[src/rtl/core/chslba_pkg.sv]
// chslba_pkg: shared types, constants and helpers for the chs/lba translator core
// used by chslba_prep, chslba_cell, chslba_outq and disk_chs_lba_translator_core
`timescale 1ns / 1ps

package chslba_pkg;

    // width of the logical block address inside the core
    localparam int LBA_BITS = 32;

    localparam int CYL_W    = 10;
    localparam int HEAD_W   = 8;
    localparam int SEC_W    = 6;
    localparam int HPC_W    = 9;
    localparam int PACK_W   = 16;
    localparam int PADDR_W  = 3;
    localparam int PDATA_W  = 32;

    localparam logic [CYL_W-1:0] MAX_CYL = 10'h3FF;

    typedef logic [LBA_BITS-1:0] t_lba;

    typedef enum logic [1:0] {
        OP_L2C    = 2'd0,
        OP_C2L    = 2'd1,
        OP_PACKED = 2'd2,
        OP_BAD    = 2'd3
    } t_op;

    // register index as decoded from paddr
    localparam logic REG_SPT = 1'b0;
    localparam logic REG_HPC = 1'b1;

    typedef struct packed {
        logic [SEC_W-1:0] s;
        logic [HPC_W-1:0] h;
        logic             err;
    } t_geom;

    typedef struct packed {
        logic              valid;
        t_op               op;
        logic              err;
        t_lba              lba;
        t_lba              lsh;
        logic [CYL_W-1:0]  cyl;
        logic [HEAD_W-1:0] head;
        logic [SEC_W-1:0]  sec;
        logic [SEC_W-1:0]  rem1;
        logic [HEAD_W-1:0] rem2;
        logic              ovf;
    } t_cell;

    typedef struct packed {
        logic [31:0]       lba;
        logic [CYL_W-1:0]  cyl;
        logic [HEAD_W-1:0] head;
        logic [SEC_W-1:0]  sec;
        logic [PACK_W-1:0] packed_w;
        logic              err;
    } t_res;

    function automatic logic [PACK_W-1:0] pack_word(input logic [CYL_W-1:0] cyl,
                                                    input logic [SEC_W-1:0] sec);
        return {cyl[7:0], cyl[9:8], sec};
    endfunction

endpackage

[src/rtl/core/chslba_prep.sv]
// chslba_prep: two front stages, operand unpack, range checks and the chs to lba product
// depends on chslba_pkg
`timescale 1ns / 1ps

module chslba_prep
    import chslba_pkg::*;
(
    input  logic              i_clk,
    input  logic              i_rst_n,
    input  logic              i_en,
    input  t_geom             i_geom,
    input  logic              i_valid,
    input  t_op               i_op,
    input  logic [31:0]       i_lba,
    input  logic [CYL_W-1:0]  i_cyl,
    input  logic [HEAD_W-1:0] i_head,
    input  logic [SEC_W-1:0]  i_sec,
    input  logic [PACK_W-1:0] i_packed,
    output t_cell             o_cell
);

    typedef struct packed {
        logic              valid;
        t_op               op;
        logic              err;
        t_lba              lba;
        logic [CYL_W-1:0]  cyl;
        logic [HEAD_W-1:0] head;
        logic [SEC_W-1:0]  sec;
        logic [17:0]       p1;
    } t_prep;

    t_prep r_a, n_a;
    t_cell r_b, n_b;

    logic [CYL_W-1:0] w_cyl;
    logic [SEC_W-1:0] w_sec;
    logic [18:0]      w_prod;
    logic [23:0]      w_mul;
    logic             w_bad;

    always_comb begin
        w_cyl = '0;
        w_sec = '0;
        case (i_op)
            OP_C2L: begin
                w_cyl = i_cyl;
                w_sec = i_sec;
            end
            OP_PACKED: begin
                w_cyl = {i_packed[7:6], i_packed[15:8]};
                w_sec = i_packed[5:0];
            end
            default: begin
                w_cyl = '0;
                w_sec = '0;
            end
        endcase
        w_bad = (w_sec == '0) || (w_sec > i_geom.s) || ({1'b0, i_head} >= i_geom.h);
        w_prod = 19'(w_cyl) * 19'(i_geom.h);

        n_a.valid = i_valid;
        n_a.op    = i_op;
        n_a.lba   = t_lba'(i_lba);
        n_a.cyl   = w_cyl;
        n_a.head  = i_head;
        n_a.sec   = w_sec;
        n_a.p1    = 18'(w_prod + 19'(i_head));
        case (i_op)
            OP_L2C:            n_a.err = i_geom.err;
            OP_C2L, OP_PACKED: n_a.err = i_geom.err | w_bad;
            default:           n_a.err = 1'b1;
        endcase
    end

    always_comb begin
        w_mul = 24'(r_a.p1) * 24'(i_geom.s);
        n_b       = '0;
        n_b.valid = r_a.valid;
        n_b.op    = r_a.op;
        n_b.err   = r_a.err;
        n_b.lsh   = r_a.lba;
        n_b.cyl   = r_a.cyl;
        n_b.head  = r_a.head;
        n_b.sec   = r_a.sec;
        if (r_a.op == OP_L2C) begin
            n_b.lba = r_a.lba;
        end else begin
            n_b.lba = t_lba'(w_mul) + t_lba'(r_a.sec) - t_lba'(1);
        end
    end

    always_ff @(posedge i_clk) begin
        if (!i_rst_n) begin
            r_a.valid <= 1'b0;
            r_b.valid <= 1'b0;
        end else if (i_en) begin
            r_a <= n_a;
            r_b <= n_b;
        end
    end

    assign o_cell = r_b;

endmodule

[src/rtl/core/chslba_cell.sv]
// chslba_cell: one restoring step of both chained divisions, lba by sectors then by heads
// depends on chslba_pkg
`timescale 1ns / 1ps

module chslba_cell
    import chslba_pkg::*;
(
    input  logic  i_clk,
    input  logic  i_rst_n,
    input  logic  i_en,
    input  t_geom i_geom,
    input  t_cell i_cell,
    output t_cell o_cell
);

    t_cell r_cell, n_cell;

    logic [SEC_W:0]  w_t1;
    logic            w_ge1;
    logic [HEAD_W:0] w_t2;
    logic            w_ge2;

    always_comb begin
        w_t1  = {i_cell.rem1, i_cell.lsh[LBA_BITS-1]};
        w_ge1 = w_t1 >= {1'b0, i_geom.s};
        w_t2  = {i_cell.rem2, w_ge1};
        w_ge2 = w_t2 >= i_geom.h;

        n_cell      = i_cell;
        n_cell.lsh  = {i_cell.lsh[LBA_BITS-2:0], 1'b0};
        n_cell.rem1 = w_ge1 ? SEC_W'(w_t1 - {1'b0, i_geom.s}) : w_t1[SEC_W-1:0];
        n_cell.rem2 = w_ge2 ? HEAD_W'(w_t2 - i_geom.h) : w_t2[HEAD_W-1:0];
        if (i_cell.op == OP_L2C) begin
            n_cell.cyl = {i_cell.cyl[CYL_W-2:0], w_ge2};
            n_cell.ovf = i_cell.ovf | i_cell.cyl[CYL_W-1];
        end
    end

    always_ff @(posedge i_clk) begin
        if (!i_rst_n) begin
            r_cell.valid <= 1'b0;
        end else if (i_en) begin
            r_cell <= n_cell;
        end
    end

    assign o_cell = r_cell;

endmodule

[src/rtl/core/chslba_outq.sv]
// chslba_outq: two-entry output buffer, lets the cell chain run while a result beat waits
// depends on chslba_pkg
`timescale 1ns / 1ps

module chslba_outq
    import chslba_pkg::*;
(
    input  logic i_clk,
    input  logic i_rst_n,
    input  logic i_push,
    input  t_res i_res,
    input  logic i_m_tready,
    output logic o_space,
    output logic o_valid,
    output t_res o_res
);

    t_res       r_mem [0:1];
    logic       r_wp, n_wp;
    logic       r_rp, n_rp;
    logic [1:0] r_cnt, n_cnt;
    logic       w_pop;

    assign o_valid = r_cnt != 2'd0;
    assign w_pop   = o_valid & i_m_tready;
    assign o_space = (r_cnt != 2'd2) | i_m_tready;
    assign o_res   = r_mem[r_rp];

    always_comb begin
        n_wp  = r_wp ^ i_push;
        n_rp  = r_rp ^ w_pop;
        n_cnt = 2'(r_cnt + {1'b0, i_push} - {1'b0, w_pop});
    end

    always_ff @(posedge i_clk) begin
        if (!i_rst_n) begin
            r_wp  <= 1'b0;
            r_rp  <= 1'b0;
            r_cnt <= 2'd0;
        end else begin
            r_wp  <= n_wp;
            r_rp  <= n_rp;
            r_cnt <= n_cnt;
        end
    end

    always_ff @(posedge i_clk) begin
        if (i_push) begin
            r_mem[r_wp] <= i_res;
        end
    end

endmodule

[src/rtl/core/disk_chs_lba_translator_core.sv]
// disk_chs_lba_translator_core: top level, config registers, cell chain and result formatting
// depends on chslba_pkg, chslba_prep, chslba_cell, chslba_outq
`timescale 1ns / 1ps

// Takes one beat per clock while the output side takes beats and returns one result beat per
// input beat, in order. The path is two front stages, then a chain of LBA_BITS cells each
// producing one quotient bit of lba / sectors and feeding it straight into the heads
// division, then the output buffer. Chain length sets the latency; the throughput is one
// beat per cycle while the output side takes beats. Geometry must only be written while no
// beat is in flight.

module disk_chs_lba_translator_core
    import chslba_pkg::*;
(
    input  logic               i_clk,
    input  logic               i_rst_n,
    input  logic               i_s_tvalid,
    output logic               o_s_tready,
    // lba_in[31:0], cylinder_in[41:32], head_in[49:42], sector_in[55:50], packed_in[71:56]
    input  logic [71:0]        i_s_tdata,
    // op[1:0]
    input  logic [1:0]         i_s_tuser,
    output logic               o_m_tvalid,
    input  logic               i_m_tready,
    // lba_out[31:0], cylinder_out[41:32], head_out[49:42], sector_out[55:50],
    // packed_out[71:56]
    output logic [71:0]        o_m_tdata,
    // range_error[0]
    output logic               o_m_tuser,
    input  logic               psel,
    input  logic               penable,
    input  logic               pwrite,
    input  logic [PADDR_W-1:0] paddr,
    input  logic [PDATA_W-1:0] pwdata,
    output logic [PDATA_W-1:0] prdata,
    output logic               pready
);

    logic [SEC_W-1:0] r_spt;
    logic [HPC_W-1:0] r_hpc;
    t_geom            w_geom;
    logic             w_en;
    t_cell            w_chain [0:LBA_BITS];
    t_cell            w_last;
    t_res             w_res;
    t_res             w_out;

    // config port
    assign pready = 1'b1;
    assign prdata = (paddr[2] == REG_HPC) ? PDATA_W'(r_hpc) : PDATA_W'(r_spt);

    always_ff @(posedge i_clk) begin
        if (!i_rst_n) begin
            r_spt <= 6'd63;
            r_hpc <= 9'd255;
        end else if (psel && penable && pwrite && pready) begin
            case (paddr[2])
                REG_SPT: r_spt <= pwdata[SEC_W-1:0];
                REG_HPC: r_hpc <= pwdata[HPC_W-1:0];
                default: r_spt <= r_spt;
            endcase
        end
    end

    // effective geometry
    always_comb begin
        w_geom.s   = (r_spt == '0) ? SEC_W'(1) : r_spt;
        w_geom.h   = (r_hpc == '0) ? HPC_W'(1) : (r_hpc > 9'd256) ? 9'd256 : r_hpc;
        w_geom.err = (r_spt == '0) || (r_hpc == '0) || (r_hpc > 9'd256);
    end

    assign o_s_tready = w_en;

    chslba_prep u_prep (
        .i_clk    (i_clk),
        .i_rst_n  (i_rst_n),
        .i_en     (w_en),
        .i_geom   (w_geom),
        .i_valid  (i_s_tvalid & w_en),
        .i_op     (t_op'(i_s_tuser)),
        .i_lba    (i_s_tdata[31:0]),
        .i_cyl    (i_s_tdata[41:32]),
        .i_head   (i_s_tdata[49:42]),
        .i_sec    (i_s_tdata[55:50]),
        .i_packed (i_s_tdata[71:56]),
        .o_cell   (w_chain[0])
    );

    for (genvar g = 0; g < LBA_BITS; g++) begin : g_cell
        chslba_cell u_cell (
            .i_clk   (i_clk),
            .i_rst_n (i_rst_n),
            .i_en    (w_en),
            .i_geom  (w_geom),
            .i_cell  (w_chain[g]),
            .o_cell  (w_chain[g+1])
        );
    end

    assign w_last = w_chain[LBA_BITS];

    // result formatting
    always_comb begin
        w_res = '0;
        case (w_last.op)
            OP_L2C: begin
                w_res.lba  = 32'(w_last.lba);
                w_res.cyl  = w_last.ovf ? MAX_CYL : w_last.cyl;
                w_res.head = w_last.rem2;
                w_res.sec  = SEC_W'(w_last.rem1 + SEC_W'(1));
                w_res.err  = w_last.err | w_last.ovf;
            end
            OP_C2L, OP_PACKED: begin
                w_res.lba  = 32'(w_last.lba);
                w_res.cyl  = w_last.cyl;
                w_res.head = w_last.head;
                w_res.sec  = w_last.sec;
                w_res.err  = w_last.err;
            end
            default: begin
                w_res.err  = 1'b1;
            end
        endcase
        w_res.packed_w = (w_last.op == OP_BAD) ? '0 : pack_word(w_res.cyl, w_res.sec);
    end

    chslba_outq u_outq (
        .i_clk      (i_clk),
        .i_rst_n    (i_rst_n),
        .i_push     (w_en & w_last.valid),
        .i_res      (w_res),
        .i_m_tready (i_m_tready),
        .o_space    (w_en),
        .o_valid    (o_m_tvalid),
        .o_res      (w_out)
    );

    assign o_m_tdata = {w_out.packed_w, w_out.sec, w_out.head, w_out.cyl, w_out.lba};
    assign o_m_tuser = w_out.err;

    a_packed_matches: assert property (@(posedge i_clk) disable iff (!i_rst_n)
        o_m_tvalid |-> o_m_tdata[71:56] == pack_word(o_m_tdata[41:32], o_m_tdata[55:50]))
        else $error("packed word does not match cylinder and sector");

    a_ready_when_empty: assert property (@(posedge i_clk) disable iff (!i_rst_n)
        !o_m_tvalid |-> o_s_tready)
        else $error("input stalled with empty output buffer");

    a_no_beat_after_reset: assert property (@(posedge i_clk)
        $past(!i_rst_n) |-> !o_m_tvalid)
        else $error("result beat right after reset");

endmodule
[config.mk]
export PLATFORM = sky130hd
export DESIGN_NAME = disk_chs_lba_translator_core
export DESIGN_NICKNAME = d
export VERILOG_FILES = /design/src/rtl/core/chslba_pkg.sv /design/src/rtl/core/chslba_prep.sv /design/src/rtl/core/chslba_cell.sv /design/src/rtl/core/chslba_outq.sv /design/src/rtl/core/disk_chs_lba_translator_core.sv
export SDC_FILE = /design/constraint.sdc
export NUM_CORES = 2
export LEC_CHECK = 0
export ABC_AREA = 1
export BUFFER_PORTS_ARGS = -buffer_cell sky130_fd_sc_hd__buf_4
export CAP_MARGIN = 30
export CELL_PAD_IN_SITES_DETAIL_PLACEMENT = 1
export CELL_PAD_IN_SITES_GLOBAL_PLACEMENT = 1
export CORE_MARGIN = 2
export CORE_UTILIZATION = 30
export CTS_CLUSTER_SIZE = 28
export DETAILED_ROUTE_END_ITERATION = 10
export PLACE_DENSITY = 0.56
export SYNTH_ARGS = -nofsm -noshare
export SYNTH_HDL_FRONTEND = slang
export SYNTH_HIERARCHICAL = 1
export SYNTH_SLANG_ARGS = --single-unit
export TNS_END_PERCENT = 1
[constraint.sdc]
create_clock -name i_clk -period 12.55 [get_ports i_clk]
set_input_delay 1.8825 -clock i_clk [delete_from_list [all_inputs] [get_ports i_clk]]
set_output_delay 1.8825 -clock i_clk [all_outputs]
set_load 0.02 [all_outputs]
==> flow_summary_export.csv <==
group,metric,value,unit
critical_path,reg2reg_to,"u_prep/r_a[15]",
global_route,grt.overflow.total,0,
cts,cts-root-buf,"clkbuf_16",
routing,vias_per_cell,4.25,
critical_path,rr_worst_depth,20,
routing,wl_per_cell,15.7,µm
global_route,grt.total_usage,12.2,%
timing,tns,0,ns
routing,ant_nets,0,
status,outcome,"finished, final reports clean",
critical_path,crit_start,"i_s_tuser[0]",
timing,clock.fmax,0.150,GHz
routing,drt-pass1-iter-count,4,
place,gp_congestion,0.784,
finish,layout_commonest_cell,"nand2_1",
critical_path,endpoint,"u_prep/r_a[16]",
timing,rsz0062_at_grt,"false",
routing,drt_iter0_drc,3500,
pwr,intPower,26.9,mW
place,dpl.cell_count,18900,
timing,worst_pin_slew,0.960,ns
routing,num_vias,83100,
cts,cts_tree,"done",
die,core_area,489000,µm²
pwr,p_comb_share,40.1,%
synth,syn_area,147000,µm²
routing,finalWirelength,308000,µm
synth,yosysWarnings,6,
finish,final_cell_mix,"nand2_1, edfxtp_1, inv_1, nand3_1, ha_1",
worst_hold_path,hold_class,"flop to flop",
timing,setup-violations-final,0,
critical_path,end_kind,"flop",
die,die_w,705,µm
critical_path,cp.arrival,7.36,ns
cts,worstSkewPairLatency,0.94,ns
pwr,p_total,43.8,mW
cts,ctsHoldBuffers,0,
critical_path,critical_path_peak_fanout,16,
cts,numCtsBuffers,353,
pwr,power_density,261,nW/µm²
global_route,grt_pass1_wl,488000,µm
die,start_util,30.1,%
finish,layout.nets,13700,
timing,fin_skew,0.0760,ns
die,die-area,496000,µm²
pwr,p_sw_share,38.6,%
die,std_cell_rows,257,
place,post_dp_cell_area,157000,µm²
cts,post_cts_buffers,0,
synth,syn_inst,12300,
pwr,vdd_drop_max,548,µV
critical_path,rrSetupSlack,6.33,ns
critical_path,cp_data_required_time,13.24,ns
pwr,pwr-share-clk,23.0,%
cts,clk_path_buf_depth,4,
critical_path,r2r_start,"r_hpc[1]",
timing,drv_slew,0,
pwr,p_leak,72.1,nW
pwr,power.share.sequential,36.9,%
routing,drcViolationCount,0,
finish,final_cells,19600,
critical_path,critPathKind,"input port to flop",
global_route,grt_max_degree,73,
pwr,p_sw,16.9,mW
global_route,grt_pass1_vias,87600,
place,io_buffer_count,174,
timing,final.period_utilization,53.2,%
finish,final_area,168000,µm²
die,ios,224,
critical_path,startpoint_type,"input port",
timing,finalHoldViolations,0,
cts,path_clk_slew,0.06,ns
run,max-cap-violations,0,
synth,syn_area_per_cell,12.0,µm²
finish,area_growth,14.2,%
cts,h-tree-depth,5,
cts,cts.sinks,3232,
die,fp.dieH,705,µm
timing,layout_min_cycle_time,6.67,ns
global_route,antenna_found_initial,7,
timing,slew_headroom,36.0,%
place,place.detailed.hpwl,224000,µm
cts,post_cts_resized,0,
finish,layout-drive-gt1-share,13.3,%
per-layer routing:
layer  part of all wire, %  vias up  wire [µm]  track usage, %
met1                    44    40100     135000            14.9
met3                   2.6      400       8080            1.55
met5                     0        -          0               0
li1                      -    41900          -               -
met2                    51      713     158000            22.9
met4                   2.3        0       7100            2.98
power by group through the flow:
stage	logic, mW	clock network (mW)	registers, mW
6_report	17.6	10.1	16.2
5_1_grt	20.4	10.8	16.4
4_1_cts	18.0	10.5	16.2
3_5_place_dp	18.0	0	16.4
3_3_place_gp	17.7	0	16.4
2_1_floorplan	13.0	0	16.0
area by class of cell:
cell class	instances	area, µm²
fill	53200	321000
sequential	3232	96500
multi-input combinational	6957	42500
clock buffer	431	9260
tap	6475	8100
inverter	2001	7660
clock inverter	200	2050
timing repair buffer	259	1950
antenna	1	2.50
per-stage QoR:
stage / utilization (%) / worst slack, ns / hold WS (ns)
2_1_floorplan: - / 3.73 / 0.400
3_3_place_gp: 32.0 / 4.78 / 0.400
3_5_place_dp: 32.0 / 4.90 / 0.405
4_1_cts: 34.3 / 5.94 / 0.354
5_1_grt: 34.3 / 5.55 / 0.350
6_report: 34.3 / 5.88 / 0.376
critical path: stages:
cell	delay [ns]
buf_4	0.13
inv_1	0.07
ha_1	0.51
a22o_1	0.21
nand2_1	0.20
inv_1	0.22
nand2_1	0.10
fa_1	0.56
inv_1	0.06
fa_1	0.50
inv_1	0.05
fa_1	0.48
inv_1	0.06
fa_1	0.53
inv_1	0.05
fa_1	0.50
inv_1	0.04
ha_1	0.35
a21oi_1	0.18
o21ai_0	0.15
a21oi_1	0.16
nand2_1	0.12
nand2_1	0.10
nand2_1	0.05
nand2_1	0.06
nand2_1	0.05
state kept, by name, summed over array words and instances, names as in the netlist, named ones only:
| signal | flops |
|---|---|
| g_cell.u_cell/o_cell | 2896 |
| u_prep/r_a | 18 |
| u_prep/o_cell | 92 |
| u_prep/n_b | 60 |
| u_outq/r_mem | 146 |
| r_hpc | 9 |
| u_outq/r_rp | 1 |
| u_outq/r_wp | 1 |
| r_spt | 6 |
| u_outq/r_cnt | 2 |
worst min path at each step:
stage	start	cells after the start	slack, ns	to
2_1_floorplan	u_prep/o_cell[100]	0	0.40	g_cell[0].u_cell/o_cell[100]
3_5_place_dp	u_prep/o_cell[60]	0	0.41	g_cell[0].u_cell/o_cell[61]
4_1_cts	g_cell[10].u_cell/o_cell[20]	0	0.35	g_cell[11].u_cell/o_cell[20]
5_1_grt	g_cell[10].u_cell/o_cell[20]	0	0.35	g_cell[11].u_cell/o_cell[20]
3_3_place_gp	g_cell[22].u_cell/o_cell[28]	0	0.40	g_cell[23].u_cell/o_cell[28]
6_report	g_cell[10].u_cell/o_cell[56]	0	0.38	g_cell[11].u_cell/o_cell[57]
Note: power is estimated with default switching activity, not from simulation.
